## src/rtl/expression_tokenizer_macros.svh

```systemverilog
// Assertion macros for the expression tokenizer RTL.
// Included by files that carry concurrent assertions; needs a clk and rst_n in scope.
`ifndef EXPRESSION_TOKENIZER_MACROS_SVH
`define EXPRESSION_TOKENIZER_MACROS_SVH

`ifndef SYNTHESIS
// Property checked on every clock edge outside reset
`define EXTOK_ASSERT(lbl, prop) \
  lbl: assert property (@(posedge clk) disable iff (!rst_n) (prop)) \
    else $error("extok assertion failed");
// Property checked on every clock edge, reset included
`define EXTOK_ASSERT_ALWAYS(lbl, prop) \
  lbl: assert property (@(posedge clk) (prop)) \
    else $error("extok assertion failed");
`else
`define EXTOK_ASSERT(lbl, prop)
`define EXTOK_ASSERT_ALWAYS(lbl, prop)
`endif

`endif

```

## src/rtl/extok_pkg.sv

```systemverilog
// Shared types and constants of the expression tokenizer.
// No dependencies; used by the interface, lexer, queue and top-level RTL files.
`timescale 1ns / 1ps

package extok_pkg;

  // Longest line, and the saturation point of positions and lengths
  localparam int MAX_LINE = 256;
  localparam int POS_CAP_I = ((MAX_LINE - 1) < 255) ? (MAX_LINE - 1) : 255;
  localparam logic [7:0] POS_CAP = 8'(POS_CAP_I);

  // Result queue sizing: up to three results per character
  localparam int MAX_RES = 3;
  localparam int Q_DEPTH = 8;
  localparam int Q_PTR_W = $clog2(Q_DEPTH);
  localparam int Q_LVL_W = $clog2(Q_DEPTH + 1);
  localparam int Q_ROOM  = Q_DEPTH - MAX_RES;

  typedef enum logic [4:0] {
    K_RESERVED = 5'd0,
    K_PLUS     = 5'd1,
    K_MINUS    = 5'd2,
    K_MUL      = 5'd3,
    K_DIV      = 5'd4,
    K_ASSIGN   = 5'd5,
    K_NUMBER   = 5'd6,
    K_IDENT    = 5'd7,
    K_LSQ      = 5'd8,
    K_RSQ      = 5'd9,
    K_LPAR     = 5'd10,
    K_RPAR     = 5'd11,
    K_FRAC     = 5'd12,
    K_COMMA    = 5'd13,
    K_SEMI     = 5'd14,
    K_ERROR    = 5'd15,
    K_EOL      = 5'd16
  } kind_t;

  typedef enum logic [1:0] {
    W_ABS   = 2'd0,
    W_PRINT = 2'd1,
    W_X     = 2'd2,
    W_NONE  = 2'd3
  } word_t;

  // One result item
  typedef struct packed {
    kind_t       kind;
    logic [7:0]  start_res;
    logic [7:0]  length;
    word_t       word;
    logic        last;
  } tok_t;

  // Results produced by one character, lowest slot first
  typedef struct packed {
    logic [1:0]            cnt;
    tok_t [MAX_RES-1:0]    tok;
  } push_t;

endpackage

```

## src/rtl/extok_if.sv

```systemverilog
// Channel interfaces of the expression tokenizer: character input and token output.
// Depends on extok_pkg for the field types.
`timescale 1ns / 1ps

interface extok_in_if;
  logic       valid;
  logic       ready;
  logic [7:0] ch;
  logic       line_last;

  modport source (output valid, output ch, output line_last, input ready);
  modport sink   (input valid, input ch, input line_last, output ready);
endinterface

interface extok_out_if;
  logic                valid;
  logic                ready;
  extok_pkg::kind_t    kind;
  logic [7:0]          start_res;
  logic [7:0]          length;
  extok_pkg::word_t    word;
  logic                last;

  modport source (output valid, output kind, output start_res, output length,
                  output word, output last, input ready);
  modport sink   (input valid, input kind, input start_res, input length,
                  input word, input last, output ready);
endinterface

```

## src/rtl/extok_lexer.sv

```systemverilog
// Lexer core: line state registers and the per-character token logic.
// Depends on extok_pkg; emits up to three results per accepted character.
`timescale 1ns / 1ps

module extok_lexer (
  input  logic                clk,
  input  logic                rst_n,
  input  logic                take,
  input  logic [7:0]          ch,
  input  logic                line_last,
  output extok_pkg::push_t    push
);

  typedef enum logic [2:0] {
    PC_NONE  = 3'd0,
    PC_ALPHA = 3'd1,
    PC_DIGIT = 3'd2,
    PC_SLASH = 3'd3,
    PC_MINUS = 3'd4
  } pclass_t;

  typedef enum logic [3:0] {
    WM_START = 4'd0,
    WM_A     = 4'd1,
    WM_AB    = 4'd2,
    WM_ABS   = 4'd3,
    WM_P     = 4'd4,
    WM_PR    = 4'd5,
    WM_PRI   = 4'd6,
    WM_PRIN  = 4'd7,
    WM_PRINT = 4'd8,
    WM_X     = 4'd9,
    WM_DEAD  = 4'd10
  } wmatch_t;

  // Character codes with a meaning of their own
  localparam logic [7:0] CH_SLASH = 8'h2F;
  localparam logic [7:0] CH_MINUS = 8'h2D;
  localparam logic [7:0] CH_SPACE = 8'h20;
  localparam logic [7:0] CH_LSQ   = 8'h5B;
  localparam logic [7:0] CH_RSQ   = 8'h5D;
  localparam logic [7:0] CH_COMMA = 8'h2C;
  localparam logic [7:0] CH_SEMI  = 8'h3B;
  localparam logic [7:0] CH_LPAR  = 8'h28;
  localparam logic [7:0] CH_RPAR  = 8'h29;
  localparam logic [7:0] CH_PLUS  = 8'h2B;
  localparam logic [7:0] CH_MUL   = 8'h2A;
  localparam logic [7:0] CH_EQ    = 8'h3D;

  pclass_t    pc_r, pc_nxt;
  wmatch_t    wm_r, wm_nxt;
  logic [7:0] pos_r, pos_nxt;
  logic [7:0] ts_r, ts_nxt;
  logic [7:0] tl_r, tl_nxt;
  logic       skip_r, skip_nxt;

  function automatic logic [7:0] sat_inc(input logic [7:0] v);
    return (v < extok_pkg::POS_CAP) ? (v + 8'd1) : extok_pkg::POS_CAP;
  endfunction

  function automatic wmatch_t match_next(input wmatch_t m, input logic [7:0] c);
    wmatch_t r;
    r = WM_DEAD;
    case (m)
      WM_START: begin
        if (c == "a") r = WM_A;
        else if (c == "p") r = WM_P;
        else if (c == "X") r = WM_X;
      end
      WM_A:    if (c == "b") r = WM_AB;
      WM_AB:   if (c == "s") r = WM_ABS;
      WM_P:    if (c == "r") r = WM_PR;
      WM_PR:   if (c == "i") r = WM_PRI;
      WM_PRI:  if (c == "n") r = WM_PRIN;
      WM_PRIN: if (c == "t") r = WM_PRINT;
      default: r = WM_DEAD;
    endcase
    return r;
  endfunction

  function automatic extok_pkg::tok_t mk_tok(input extok_pkg::kind_t k,
                                             input logic [7:0] s,
                                             input logic [7:0] l,
                                             input extok_pkg::word_t w);
    extok_pkg::tok_t t;
    t.kind      = k;
    t.start_res = s;
    t.length    = l;
    t.word      = w;
    t.last      = 1'b0;
    return t;
  endfunction

  // Result that closing the open token gives
  function automatic extok_pkg::tok_t close_tok(input pclass_t p, input wmatch_t m,
                                                input logic [7:0] s,
                                                input logic [7:0] l);
    extok_pkg::tok_t t;
    t = mk_tok(extok_pkg::K_IDENT, s, l, extok_pkg::W_NONE);
    case (p)
      PC_ALPHA: begin
        if (m == WM_ABS)        t = mk_tok(extok_pkg::K_RESERVED, s, l, extok_pkg::W_ABS);
        else if (m == WM_PRINT) t = mk_tok(extok_pkg::K_RESERVED, s, l, extok_pkg::W_PRINT);
        else if (m == WM_X)     t = mk_tok(extok_pkg::K_RESERVED, s, l, extok_pkg::W_X);
      end
      PC_DIGIT: t = mk_tok(extok_pkg::K_NUMBER, s, l, extok_pkg::W_NONE);
      PC_SLASH: t = mk_tok(extok_pkg::K_DIV, s, 8'd1, extok_pkg::W_NONE);
      PC_MINUS: t = mk_tok(extok_pkg::K_MINUS, s, 8'd1, extok_pkg::W_NONE);
      default:  t = mk_tok(extok_pkg::K_IDENT, s, l, extok_pkg::W_NONE);
    endcase
    return t;
  endfunction

  // Per-character token logic
  logic             alpha, digit, is_slash, is_minus, is_space, is_single, do_close;
  extok_pkg::kind_t single_k;
  logic [1:0]       n;

  always_comb begin
    pc_nxt   = pc_r;
    wm_nxt   = wm_r;
    pos_nxt  = pos_r;
    ts_nxt   = ts_r;
    tl_nxt   = tl_r;
    skip_nxt = skip_r;
    n        = 2'd0;
    push     = '0;

    alpha    = ((ch >= "A") && (ch <= "Z")) || ((ch >= "a") && (ch <= "z"));
    digit    = (ch >= "0") && (ch <= "9");
    is_slash = (ch == CH_SLASH);
    is_minus = (ch == CH_MINUS);
    is_space = (ch == CH_SPACE);
    is_single = !alpha && !digit && !is_slash && !is_minus && !is_space;

    case (ch)
      CH_LSQ:   single_k = extok_pkg::K_LSQ;
      CH_RSQ:   single_k = extok_pkg::K_RSQ;
      CH_COMMA: single_k = extok_pkg::K_COMMA;
      CH_SEMI:  single_k = extok_pkg::K_SEMI;
      CH_LPAR:  single_k = extok_pkg::K_LPAR;
      CH_RPAR:  single_k = extok_pkg::K_RPAR;
      CH_PLUS:  single_k = extok_pkg::K_PLUS;
      CH_MUL:   single_k = extok_pkg::K_MUL;
      CH_EQ:    single_k = extok_pkg::K_ASSIGN;
      default:  single_k = extok_pkg::K_ERROR;
    endcase

    // Does this character end the open token before its own action
    do_close = !skip_r &&
               ((alpha && (pc_r != PC_ALPHA)) ||
                (digit && (pc_r != PC_DIGIT) && (pc_r != PC_MINUS)) ||
                (is_slash && (pc_r != PC_SLASH)) ||
                is_minus || is_space || is_single);

    if (do_close) begin
      if (pc_nxt != PC_NONE) begin
        push.tok[n] = close_tok(pc_nxt, wm_nxt, ts_nxt, tl_nxt);
        n = n + 2'd1;
      end
      pc_nxt = PC_NONE;
      tl_nxt = 8'd0;
      wm_nxt = WM_START;
    end

    if (!skip_r) begin
      if (alpha) begin
        if (pc_nxt == PC_ALPHA) begin
          tl_nxt = sat_inc(tl_nxt);
        end else begin
          pc_nxt = PC_ALPHA;
          ts_nxt = pos_r;
          tl_nxt = 8'd1;
          wm_nxt = WM_START;
        end
        wm_nxt = match_next(wm_nxt, ch);
      end else if (digit) begin
        if ((pc_nxt == PC_DIGIT) || (pc_nxt == PC_MINUS)) begin
          pc_nxt = PC_DIGIT;
          tl_nxt = sat_inc(tl_nxt);
        end else begin
          pc_nxt = PC_DIGIT;
          ts_nxt = pos_r;
          tl_nxt = 8'd1;
          wm_nxt = WM_START;
        end
      end else if (is_slash) begin
        if (pc_nxt == PC_SLASH) begin
          // second slash: fraction bar
          push.tok[n] = mk_tok(extok_pkg::K_FRAC, ts_nxt, 8'd2, extok_pkg::W_NONE);
          n = n + 2'd1;
          pc_nxt = PC_NONE;
          tl_nxt = 8'd0;
        end else begin
          pc_nxt = PC_SLASH;
          ts_nxt = pos_r;
          tl_nxt = 8'd1;
          wm_nxt = WM_START;
        end
      end else if (is_minus) begin
        pc_nxt = PC_MINUS;
        ts_nxt = pos_r;
        tl_nxt = 8'd1;
        wm_nxt = WM_START;
      end else if (is_single) begin
        push.tok[n] = mk_tok(single_k, pos_r, 8'd1, extok_pkg::W_NONE);
        n = n + 2'd1;
        if (single_k == extok_pkg::K_ERROR) skip_nxt = 1'b1;
      end
    end

    pos_nxt = sat_inc(pos_r);

    // End of line: close, report the line length, back to reset state
    if (line_last) begin
      if (pc_nxt != PC_NONE) begin
        push.tok[n] = close_tok(pc_nxt, wm_nxt, ts_nxt, tl_nxt);
        n = n + 2'd1;
      end
      push.tok[n] = mk_tok(extok_pkg::K_EOL, pos_nxt, 8'd0, extok_pkg::W_NONE);
      n = n + 2'd1;
      pc_nxt   = PC_NONE;
      wm_nxt   = WM_START;
      pos_nxt  = 8'd0;
      ts_nxt   = 8'd0;
      tl_nxt   = 8'd0;
      skip_nxt = 1'b0;
    end

    if (n != 2'd0) push.tok[n - 2'd1].last = 1'b1;
    push.cnt = n;
  end

  // Line state
  always_ff @(posedge clk) begin
    if (!rst_n) begin
      pc_r   <= PC_NONE;
      wm_r   <= WM_START;
      pos_r  <= 8'd0;
      ts_r   <= 8'd0;
      tl_r   <= 8'd0;
      skip_r <= 1'b0;
    end else if (take) begin
      pc_r   <= pc_nxt;
      wm_r   <= wm_nxt;
      pos_r  <= pos_nxt;
      ts_r   <= ts_nxt;
      tl_r   <= tl_nxt;
      skip_r <= skip_nxt;
    end
  end

endmodule

```

## src/rtl/extok_resq.sv

```systemverilog
// Result queue: takes up to three tokens per cycle, hands out one per cycle when popped.
// Depends on extok_pkg for the token type and queue sizing.
`timescale 1ns / 1ps

module extok_resq (
  input  logic                                clk,
  input  logic                                rst_n,
  input  logic                                push_en,
  input  extok_pkg::push_t                    push,
  input  logic                                pop,
  output extok_pkg::tok_t                     head,
  output logic [extok_pkg::Q_LVL_W-1:0]       level
);

  extok_pkg::tok_t                      mem_r [extok_pkg::Q_DEPTH];
  logic [extok_pkg::Q_PTR_W-1:0]        wr_r, wr_nxt;
  logic [extok_pkg::Q_PTR_W-1:0]        rd_r, rd_nxt;
  logic [extok_pkg::Q_LVL_W-1:0]        lvl_r, lvl_nxt;
  logic [1:0]                           add;

  assign add    = push_en ? push.cnt : 2'd0;
  assign wr_nxt = wr_r + extok_pkg::Q_PTR_W'(add);
  assign rd_nxt = rd_r + extok_pkg::Q_PTR_W'(pop);
  assign lvl_nxt = lvl_r + extok_pkg::Q_LVL_W'(add) - extok_pkg::Q_LVL_W'(pop);

  assign head  = mem_r[rd_r];
  assign level = lvl_r;

  // Token storage, written at consecutive slots
  always_ff @(posedge clk) begin
    for (int i = 0; i < extok_pkg::MAX_RES; i++) begin
      if (push_en && (2'(i) < push.cnt)) begin
        mem_r[wr_r + extok_pkg::Q_PTR_W'(i)] <= push.tok[i];
      end
    end
  end

  // Pointers and fill level
  always_ff @(posedge clk) begin
    if (!rst_n) begin
      wr_r  <= '0;
      rd_r  <= '0;
      lvl_r <= '0;
    end else begin
      wr_r  <= wr_nxt;
      rd_r  <= rd_nxt;
      lvl_r <= lvl_nxt;
    end
  end

endmodule

```

## src/rtl/expression_tokenizer.sv

```systemverilog
// Expression tokenizer: one character per transaction in, tokens out.
// A token is written to the result queue when the character that completes it is accepted.
// Throughput: one character per cycle while in_s.ready is high; results leave at one per cycle
// from an eight-entry queue while out_s.ready is high.
// Input is held off while fewer than three queue entries are free.
// Reset: synchronous, active low; line state cleared and the queue emptied.
`timescale 1ns / 1ps
`include "expression_tokenizer_macros.svh"

module expression_tokenizer (
  input  logic                clk,
  input  logic                rst_n,
  extok_in_if.sink            in_s,
  extok_out_if.source         out_s
);

  logic                               take;
  logic                               pop;
  extok_pkg::push_t                   push;
  extok_pkg::tok_t                    head;
  logic [extok_pkg::Q_LVL_W-1:0]      level;

  // Accept while the queue can absorb a full set of results
  assign in_s.ready = (level <= extok_pkg::Q_LVL_W'(extok_pkg::Q_ROOM));
  assign take       = in_s.valid && in_s.ready;

  extok_lexer u_lexer (
    .clk       (clk),
    .rst_n     (rst_n),
    .take      (take),
    .ch        (in_s.ch),
    .line_last (in_s.line_last),
    .push      (push)
  );

  extok_resq u_resq (
    .clk     (clk),
    .rst_n   (rst_n),
    .push_en (take),
    .push    (push),
    .pop     (pop),
    .head    (head),
    .level   (level)
  );

  // Output side
  assign out_s.valid     = (level != '0);
  assign pop             = out_s.valid && out_s.ready;
  assign out_s.kind      = head.kind;
  assign out_s.start_res = head.start_res;
  assign out_s.length    = head.length;
  assign out_s.word      = head.word;
  assign out_s.last      = head.last;

  // Checks
  `EXTOK_ASSERT(a_level_bound, level <= extok_pkg::Q_LVL_W'(extok_pkg::Q_DEPTH))
  `EXTOK_ASSERT(a_take_has_room, take |-> (level <= extok_pkg::Q_LVL_W'(extok_pkg::Q_ROOM)))
  `EXTOK_ASSERT(a_line_end_result, (take && in_s.line_last) |-> (push.cnt != 2'd0))
  `EXTOK_ASSERT(a_eol_is_last, (out_s.valid && (out_s.kind == extok_pkg::K_EOL)) |-> out_s.last)
  `EXTOK_ASSERT(a_level_step, (!take && !pop) |=> $stable(level))

endmodule
```

## src/flat_wrapper.sv

```systemverilog
// flat-port wrapper written by rule: the top's interface ports become plain ports
module expression_tokenizer_flat 
  (clk, rst_n, in_s_valid, in_s_ch, in_s_line_last, in_s_ready, out_s_valid, out_s_kind, out_s_start_res, out_s_length, out_s_word, out_s_last, out_s_ready);
  extok_in_if in_s_i ();
  extok_out_if out_s_i ();
  input  logic clk;
  input  logic rst_n;
  input wire logic [$bits(in_s_i.valid)-1:0] in_s_valid;
  input wire logic [$bits(in_s_i.ch)-1:0] in_s_ch;
  input wire logic [$bits(in_s_i.line_last)-1:0] in_s_line_last;
  output wire logic [$bits(in_s_i.ready)-1:0] in_s_ready;
  output wire logic [$bits(out_s_i.valid)-1:0] out_s_valid;
  output wire logic [$bits(out_s_i.kind)-1:0] out_s_kind;
  output wire logic [$bits(out_s_i.start_res)-1:0] out_s_start_res;
  output wire logic [$bits(out_s_i.length)-1:0] out_s_length;
  output wire logic [$bits(out_s_i.word)-1:0] out_s_word;
  output wire logic [$bits(out_s_i.last)-1:0] out_s_last;
  input wire logic [$bits(out_s_i.ready)-1:0] out_s_ready;
  assign in_s_i.valid = in_s_valid;
  assign in_s_i.ch = in_s_ch;
  assign in_s_i.line_last = in_s_line_last;
  assign in_s_ready = in_s_i.ready;
  assign out_s_valid = out_s_i.valid;
  assign out_s_kind = out_s_i.kind;
  assign out_s_start_res = out_s_i.start_res;
  assign out_s_length = out_s_i.length;
  assign out_s_word = out_s_i.word;
  assign out_s_last = out_s_i.last;
  assign out_s_i.ready = out_s_ready;
  expression_tokenizer u_core (.clk(clk), .rst_n(rst_n), .in_s(in_s_i), .out_s(out_s_i));
endmodule
```

## config.mk

```make
export PLATFORM = sky130hd
export DESIGN_NAME = expression_tokenizer_flat
export DESIGN_NICKNAME = d
export VERILOG_FILES = /design/src/rtl/extok_pkg.sv /design/src/rtl/extok_if.sv /design/src/rtl/extok_lexer.sv /design/src/rtl/extok_resq.sv /design/src/rtl/expression_tokenizer.sv /design/src/flat_wrapper.sv
export VERILOG_INCLUDE_DIRS = /design/src /design/src/rtl
export SDC_FILE = /design/constraint.sdc
export NUM_CORES = 1
export LEC_CHECK = 0
export ABC_AREA = 1
export BUFFER_PORTS_ARGS = -buffer_cell sky130_fd_sc_hd__buf_2
export CORE_UTILIZATION = 43
export DETAILED_ROUTE_END_ITERATION = 7
export MAX_ROUTING_LAYER = met4
export PLACE_DENSITY = 0.68
export RECOVER_POWER = 50
export SYNTH_ARGS = -nofsm -noshare
export SYNTH_HDL_FRONTEND = slang
export SYNTH_SLANG_ARGS = --single-unit
```

## constraint.sdc

```tcl
create_clock -name clk -period 6.8 [get_ports clk]
set_clock_uncertainty 0.2 [all_clocks]
set_input_delay 1.36 -clock clk [delete_from_list [all_inputs] [get_ports clk]]
set_output_delay 1.36 -clock clk [all_outputs]
set_load 0.02 [all_outputs]
```

==> parameters.txt, run 1 <==
Parameter                              Value

Cells and area
  Area grow syn2layout ... 9.95%
  Diode insertion count for antenna repair ... 0
  Non-filler instance count after layout ... 2,868
  Ratio of cells with drive above 1 in the final layout ... 7.95%
  Post-layout utilization of the core ... 48.4%
  Number of nets at the end of the flow ... 2,380

Detailed routing
  Detailed-route vias per instance ... between 5 and 6
  Drt wl/cell ... around 21 um
  Antenna Violating Nets Remaining ... 0
  Drt first-iter violations ... between 1,500 and 2,000
  Number of detailed-routing iterations run before antenna repair ... 8
  Drt drc ... 0
  Detailed-route via count ... around 17,000
  Detailed-route wire length ... 60,400 um

Clocking
  Clk Tree Root Cell ... sky130_fd_sc_hd__clkbuf_16
  CTS tree ... yes
  Sinks on Clock Net ... 234
  Number of buffers added by the clock tree synthesis step ... 28
  CTS clock-pin slew for the worst setup and hold paths ... 60 ps
  Max H-tree Level ... 1
  Hold buffers post-CTS ... 0
  # Post-CTS Setup Buffers ... 0
  Count of instances resized after the clock tree is built ... 0
  Clock latency on the worst-skew pair ... 580 ps
  Largest buffer count on any clock path ... 3

Floorplan
  Die boundary width ... roughly 200 um
  Cell Rows ... 70
  CORE AREA ... 0.0370 sq mm
  # IOs ... 39
  Overall die area ... 0.0386 sq mm
  Height of the chip ... 197 um
  Initial standard-cell utilization of the core ... 44.0%

Global routing
  Number of global-route vias before repair ... between 15,000 and 20,000
  Global Route Usage Sum ... 31.8%
  Wire length of the first global-routing pass ... 91,200 um
  Largest net degree at the start of global routing ... 71
  Antenna violations before repair ... 0
  Global route overflow ... 0

Place
  Final weighted congestion in routability-driven placement ... 0.985
  Buffers on Ports ... 38
  HPWL Detailed ... about 40,000 um
  Cell count after placement ... 2,817

Pwr
  Lkg Pwr ... 7.04 nW
  Maximum VDD drop ... between 0.2 and 0.25 mV
  Total power ... 5.41 mW
  P per Cell Area ... just over 300 mW/mm^2

Synthesis
  Synth unique cells ... 51
  Gate count after technology mapping ... 2,319
  Most frequent cell after synthesis ... sky130_fd_sc_hd__nand2_1
  FFs w/ async S/R, synth ... 0%
  Flip-flop cell with the highest count after synthesis ... sky130_fd_sc_hd__edfxtp_1
  Area share of the leading cell type in the synthesized netlist ... 35.4%
  Synthesized netlist net count ... 2,356
  FF+latch count, synth ... 234
  Area contributors post-synth ... sky130_fd_sc_hd__edfxtp_1, sky130_fd_sc_hd__nand2_1, sky130_fd_sc_hd__nor2_1
  EDFF count, synth ... 192
  Post-synth top area cell ... sky130_fd_sc_hd__edfxtp_1
  Register area share after synthesis ... between 40% and 50%
  Synth warn ... 0
  Mean area per synthesized cell ... 7.02 sq um
  Synth cell count leaders ... sky130_fd_sc_hd__nand2_1, sky130_fd_sc_hd__nor2_1, sky130_fd_sc_hd__o21ai_0
  Synth Cell Area ... 0.0163 sq mm

Worst hold path
  Endpoint with the worst hold slack ... u_core.u_lexer.tl_r[7]
  Worst hold path stage count ... 2
  Startpoint of the most critical hold path ... u_core.u_lexer.tl_r[7]
  Worst hold path class ... flip-flop to flip-flop

Timing
  Setup tns final ... 0 ps
  Max frequency ... 161 MHz
  Setup violations, final ... 0
  Slew at the pin closest to its max-slew limit ... 2010 ps
  Hold Vio Cnt, Final ... 0
  Min Hold Slack ... 272 ps
  Slew HR ... -34.2%
  Final period utilization ... 91.3%
  Pins Over Slew Limit ... 101
  RSZ-0062 raised after global routing ... false
  Minimum period implied by the final worst setup slack ... ~6200 ps

Critical path
  Crit path required time ... 6880 ps
  Kind of end point of the critical path ... flip-flop
  Capturing point of the worst reg2reg path ... u_core.u_resq.mem_r[4][6]
  Largest fanout on the critical path ... 20
  Longest individual stage delay on the worst path ... 380 ps
  Worst path most repeated cell ... sky130_fd_sc_hd__inv_1
  Slowest cell on the critical path ... sky130_fd_sc_hd__o21ai_1
  Critical R2R Launch ... u_core.u_lexer.pc_r[0]
  WS Path Type ... input port to flip-flop
  Kind of cell with the highest combined delay on the critical path ... simple AND/OR/NAND/NOR gates
  FF-to-FF setup slack ... between 1000 and 1500 ps
  Cell count along the critical path ... 30
  Critical path arrival ... 6290 ps
  Combined buffer and inverter count along the critical path ... 10
  Critical path startpoint category ... input port
  Depth of the most critical reg-to-reg path ... 28

Flow run
  Max Cap Violations ... 2

Outcome
  Failing checks ... max-capacitance violations, max-slew violations
  Status ... finished, violations left
-- stage by stage --
step,area (sq um),worst slack (ps)
global route,17900,175
detailed placement,17100,182
CTS,18000,766
floorplan,16300,-162
global placement,17100,244
finish,17900,591
-- power breakdown --
| group | internal [mW] | total [mW] | switching, mW |
|---|---|---|---|
| Combinational | 0.559 | 2.02 | 1.47 |
| Sequential | 1.79 | 1.87 | 0.0895 |
| Clock | 0.873 | 1.51 | 0.633 |
-- how the worst max path moves through the flow --
stage / end / startpoint / slack (ps)
5_1_grt: u_core.u_resq.mem_r[2][14] / in_s_ch[6] / 180
4_1_cts: u_core.u_resq.mem_r[7][14] / in_s_ch[6] / 770
3_3_place_gp: u_core.u_resq.mem_r[7][13] / in_s_ch[7] / 240
2_1_floorplan: u_core.u_resq.mem_r[0][0] / in_s_ch[6] / -160
3_5_place_dp: u_core.u_resq.mem_r[7][13] / in_s_ch[6] / 180
6_report: u_core.u_resq.mem_r[4][6] / in_s_ch[6] / 590
-- cells by family after synthesis --
group           synth area share, %
flops                          40.6
compound gates                 15.1
buf+inv                        8.07
simple gates                   34.0
fa+ha+maj                      1.94
xor+xnor                      0.323
-- state kept, by name, summed over array words and instances (netlist names) --
name                   flops
u_core.u_resq.rd_r         3
u_core.u_lexer.ts_r        8
u_core.u_lexer.skip_r      1
u_core.u_resq.wr_r         3
u_core.u_resq.mem_r      192
u_core.u_lexer.tl_r        8
u_core.u_resq.level        4
u_core.u_lexer.pc_r        3
u_core.u_lexer.pos_r       8
u_core.u_lexer.wm_r        4
-- placed cells by master (no fill, tap or decap), drive strengths merged --
cell,count
a31o,3
clkbuf,70
ha,22
nor3,34
nand4,13
o31ai,2
fa,2
or2,6
a22oi,8
xnor2,1
inv,184
buf,71
o211a,1
clkinv,18
nand2b,1
and2,2
a211oi,2
nand2,744
bufinv,3
a2bb2oi,1
nor4,1
a21boi,1
o211ai,32
o21bai,2
o21ai,218
nand3,183
a31oi,28
dfxtp,42
xor2,5
nor2,336
edfxtp,192
a21oi,75
o221ai,6
nand3b,1
o22ai,54
-- area by class of cell --
| type | instances | area (sq um) |
|---|---|---|
| multi-input combinational | 1784 | 8350 |
| clock inverter | 16 | 180 |
| timing repair buffer | 106 | 688 |
| sequential | 234 | 6610 |
| inverter | 189 | 709 |
| fill | 3791 | 19100 |
| clock buffer | 35 | 727 |
| tap | 504 | 631 |
-- routing by layer --
layer	GRT usage (%)	vias to the layer above	routed length (um)
met5	-	-	0
met4	12.3	0	2250
met3	4.31	177	5560
met2	52.1	897	28500
met1	39.8	7810	24200
li1	-	7799	-
-- tightest hold or removal path, delay by kind of cell (launching register included) --
kind | cells | cell delay, ps
AO/OA/AOI/OAI | 1 | 60
AND/OR/NAND/NOR | 1 | 60
flip-flops | 1 | 310
(Power assumes the default switching activity.)
==> run 2: changes to the inputs <==
CORE_MARGIN = 2   (was unset)
==> run 2 against run 1 <==
Against the previous run:
- the flow still finishes with violations (max-capacitance violations, max-slew violations)
- critical path type is now flip-flop to output port
- sequential power hardly changed
- first-iteration DRC count is 0.92% higher
- combinational power hardly changed
- highest routed layer unchanged
- non-clock buffer count is 3 lower
- core utilization is 0.74 points lower
==> parameters.txt, run 2 (synthesized netlist as in run 1, its figures left out) <==
Parameter                              Value

Clocking
  Sinks on Clock Net ... 234 (unchanged)
  Clk Tree Root Cell ... sky130_fd_sc_hd__clkbuf_16
  Number of buffers added by the clock tree synthesis step ... 27 (-3.6%)
  Largest buffer count on any clock path ... 3 (unchanged)
  # Post-CTS Setup Buffers ... 0 (unchanged)
  Hold buffers post-CTS ... 0 (unchanged)
  Count of instances resized after the clock tree is built ... 0 (unchanged)
  CTS clock-pin slew for the worst setup and hold paths ... 60 ps (about the same)
  CTS tree ... yes
  Clock latency on the worst-skew pair ... 560 ps (-20 ps)
  Max H-tree Level ... 1 (unchanged)

Cells and area
  Flip-flop and latch area ... 0.00661 sq mm (about the same)
  Number of nets at the end of the flow ... 2,376 (-0.17%)
  Filler Cells Inserted ... 3,750 (-1.1%)
  Most common cell after layout, fill and taps aside ... sky130_fd_sc_hd__nand2_1
  Diode insertion count for antenna repair ... 0 (unchanged)
  Max FFs per register ... 192 (unchanged)
  Top reg by flops ... u_core.u_resq.mem_r
  Commonest cells after routing, fill and taps aside ... sky130_fd_sc_hd__nand2_1, sky130_fd_sc_hd__nor2_1, sky130_fd_sc_hd__o21ai_0, sky130_fd_sc_hd__edfxtp_1, sky130_fd_sc_hd__nand3_1
  Ratio of cells with drive above 1 in the final layout ... 8.09% (+0.14 points)
  Area grow syn2layout ... 9.81%
  Area taken by multi-input logic gates ... 0.00836 sq mm (+0.12%)

Global routing
  Wire length of the first global-routing pass ... 91,300 um (+0.11%)
  Number of global-route vias before repair ... 15,700 (-0.18%)
  Largest net degree at the start of global routing ... 91 (+28%)
  Global route overflow ... 0 (unchanged)
  Global Route Usage Sum ... 30.8% (-0.95 points)
  Antenna violations before repair ... 0 (unchanged)

Outcome
  Status ... finished, violations left
  Failing checks ... max-capacitance violations, max-slew violations

Detailed routing
  Drt drc ... 0 (unchanged)
  Detailed-route via count ... 16,700 (-0.048%)
  Number of detailed-routing iterations run before antenna repair ... 5 (-3)
  Drt wl/cell ... 20.5 um (-2.9%)
  Antenna Violating Nets Remaining ... 0 (unchanged)
  Detailed-route wire length ... 58,800 um (-2.8%)
  Detailed-route vias per instance ... 5.81 (-0.15%)
  Drt first-iter violations ... 1,973 (+0.92%)

Place
  Pre-CTS setup slack ... -7.47 ps (-189 ps)
  Buffers on Ports ... 38 (unchanged)
  HPWL Detailed ... 41,400 um (+0.74%)
  Final weighted congestion in routability-driven placement ... 1.01 (+2.1%)

Timing
  RSZ-0062 raised after global routing ... false
  Pins Over Slew Limit ... 77 (-24%)
  Hold Vio Cnt, Final ... 0 (unchanged)
  Slew at the pin closest to its max-slew limit ... 2550 ps (+538 ps)
  Final worst setup slack ... 406 ps (-185 ps)
  Final period utilization ... 94.0% (+2.7 points)
  Max frequency ... 156 MHz (-2.9%)
  Slew HR ... -69.9% (-36 points)
  Setup violations, final ... 0 (unchanged)
  Minimum period implied by the final worst setup slack ... 6390 ps (+185 ps)

Floorplan
  # IOs ... 39 (unchanged)
  Die boundary width ... 199 um (+1.0%)
  CORE AREA ... 0.0375 sq mm (+1.4%)
  Height of the chip ... 199 um (+1.0%)
  Overall die area ... 0.0394 sq mm (+2.0%)
  Cell Rows ... 71 (+1.4%)
  Initial standard-cell utilization of the core ... 43.4% (-0.62 points)

Critical path
  Origin of the worst setup path ... u_core.u_resq.rd_r[1]
  WS Path Type ... flip-flop to output port
  Combined buffer and inverter count along the critical path ... 4 (-6)
  Worst path most repeated cell ... sky130_fd_sc_hd__clkbuf_1
  Sequence of cells on the critical path ... clkbuf_2 > inv_1 > clkbuf_1 > o21ai_0 > o22ai_1 > nor2_1 > a31oi_1 > clkbuf_1
  Kind of end point of the critical path ... output port
  Largest fanout on the critical path ... 50 (+150%)
  Crit path required time ... 5240 ps (-1640 ps)
  Critical R2R Launch ... u_core.u_lexer.pc_r[0]
  Critical path arrival ... 4830 ps (-1460 ps)
  Longest individual stage delay on the worst path ... 1820 ps (+1440 ps)
  Critical path startpoint category ... flip-flop
  Slowest cell on the critical path ... sky130_fd_sc_hd__clkbuf_1
  Kind of cell with the highest combined delay on the critical path ... buffers and inverters

Pwr
  Maximum VDD drop ... 0.185 mV (-13%)
  Lkg Pwr ... 7.01 nW (-0.37%)
  Switch share ... 40.2% (-0.26 points)
  Combinational share of power ... 37.8% (+0.3 points)
  Seq pwr share ... 34.4% (-0.3 points)
  Switching power ... 2.17 mW (-1.0%)
  Clock power share ... 27.8% (about the same)
  Total internal power ... 3.22 mW (about the same)
  Total power ... 5.39 mW (-0.36%)
  P per Cell Area ... 301 mW/mm^2 (-0.24%)

Flow run
  Max Cap Violations ... 2 (unchanged)

Worst hold path
  Worst hold path class ... flip-flop to flip-flop
  Startpoint of the most critical hold path ... u_core.u_lexer.tl_r[7]
==> run 2: cell count changes in the layout (fill, tap and decap cells not counted), sizes merged <==
cell and delta:
buf -3, clkinvlp +1, clkinv -7, inv +2, clkbuf +3
==> run 2: power groups by stage <==
stage | Clock, mW | Sequential (mW) | Combinational, mW
after floorplan | 0 | 1.86 | 1.38
after global placement | 0 | 1.88 | 2.00
final | 1.50 | 1.85 | 2.04
after global routing | 1.55 | 1.87 | 2.23
after CTS | 1.50 | 1.85 | 2.04
after detailed placement | 0 | 1.88 | 2.04
==> run 2: worst paths after layout <==
kind / cells after the start / endpoint / slack, ps
setup / recovery: 8 / out_s_start_res[0] / 410
hold / removal: 2 / u_core.u_lexer.tl_r[7] / 270
setup reg to reg: 27 / u_core.u_resq.mem_r[0][15] / 970
hold reg to reg: 2 / u_core.u_lexer.tl_r[7] / 270
==> run 2: metal layers <==
metal	routed length (um)	up-vias	GRT usage, %
met5	0	-	-
met4	2560	0	12.9
met3	5690	162	3.54
met2	27100	937	50.1
met1	23400	7773	39.2
li1	-	7803	-
==> run 2: area by class of cell <==
class                      count  share of cell area (%)
clock buffer                  38                    4.18
inverter                     189                    3.97
tap                          511                    3.58
clock inverter                12                   0.812
multi-input combinational   1784                    46.8
sequential                   234                    37.0
timing repair buffer         103                    3.68
==> run 2: worst register-to-register path: stages, from the launching register on <==
cell and delay, ps:
sky130_fd_sc_hd__dfxtp_1 370, sky130_fd_sc_hd__nor2_1 160, sky130_fd_sc_hd__nand2_1 120, sky130_fd_sc_hd__nand2_2 120, sky130_fd_sc_hd__nor2_2 90, sky130_fd_sc_hd__nor2_1 240, sky130_fd_sc_hd__nand3_2 200, sky130_fd_sc_hd__nand2_4 180
sky130_fd_sc_hd__inv_2 50, sky130_fd_sc_hd__nand2_1 210, sky130_fd_sc_hd__inv_1 110, sky130_fd_sc_hd__buf_4 180, sky130_fd_sc_hd__ha_1 180, sky130_fd_sc_hd__nand3_1 150, sky130_fd_sc_hd__clkinv_1 190, sky130_fd_sc_hd__nor2_4 190
sky130_fd_sc_hd__ha_1 250, sky130_fd_sc_hd__o21bai_1 190, sky130_fd_sc_hd__inv_1 90, sky130_fd_sc_hd__ha_1 300, sky130_fd_sc_hd__a21oi_2 80, sky130_fd_sc_hd__inv_2 190, sky130_fd_sc_hd__nand4_4 250, sky130_fd_sc_hd__buf_4 260
sky130_fd_sc_hd__nor2_4 90, sky130_fd_sc_hd__nor2_2 50, sky130_fd_sc_hd__o21ai_0 90, sky130_fd_sc_hd__buf_2 670
==> run 2: per-stage QoR <==
| stage | hold slack, ps | instances | util (%) | area [sq um] | TNS (ps) |
|---|---|---|---|---|---|
| after floorplan | 245 | 2319 | - | 16300 | -31030 |
| final | 273 | 2871 | 47.7 | 17900 | 0 |
| after CTS | 268 | 2871 | 47.9 | 18000 | 0 |
| after global placement | 252 | 2821 | 45.6 | 17100 | -130 |
| after global routing | 306 | 2871 | 47.7 | 17900 | 0 |
| after detailed placement | 259 | 2821 | 45.6 | 17100 | -90.9 |
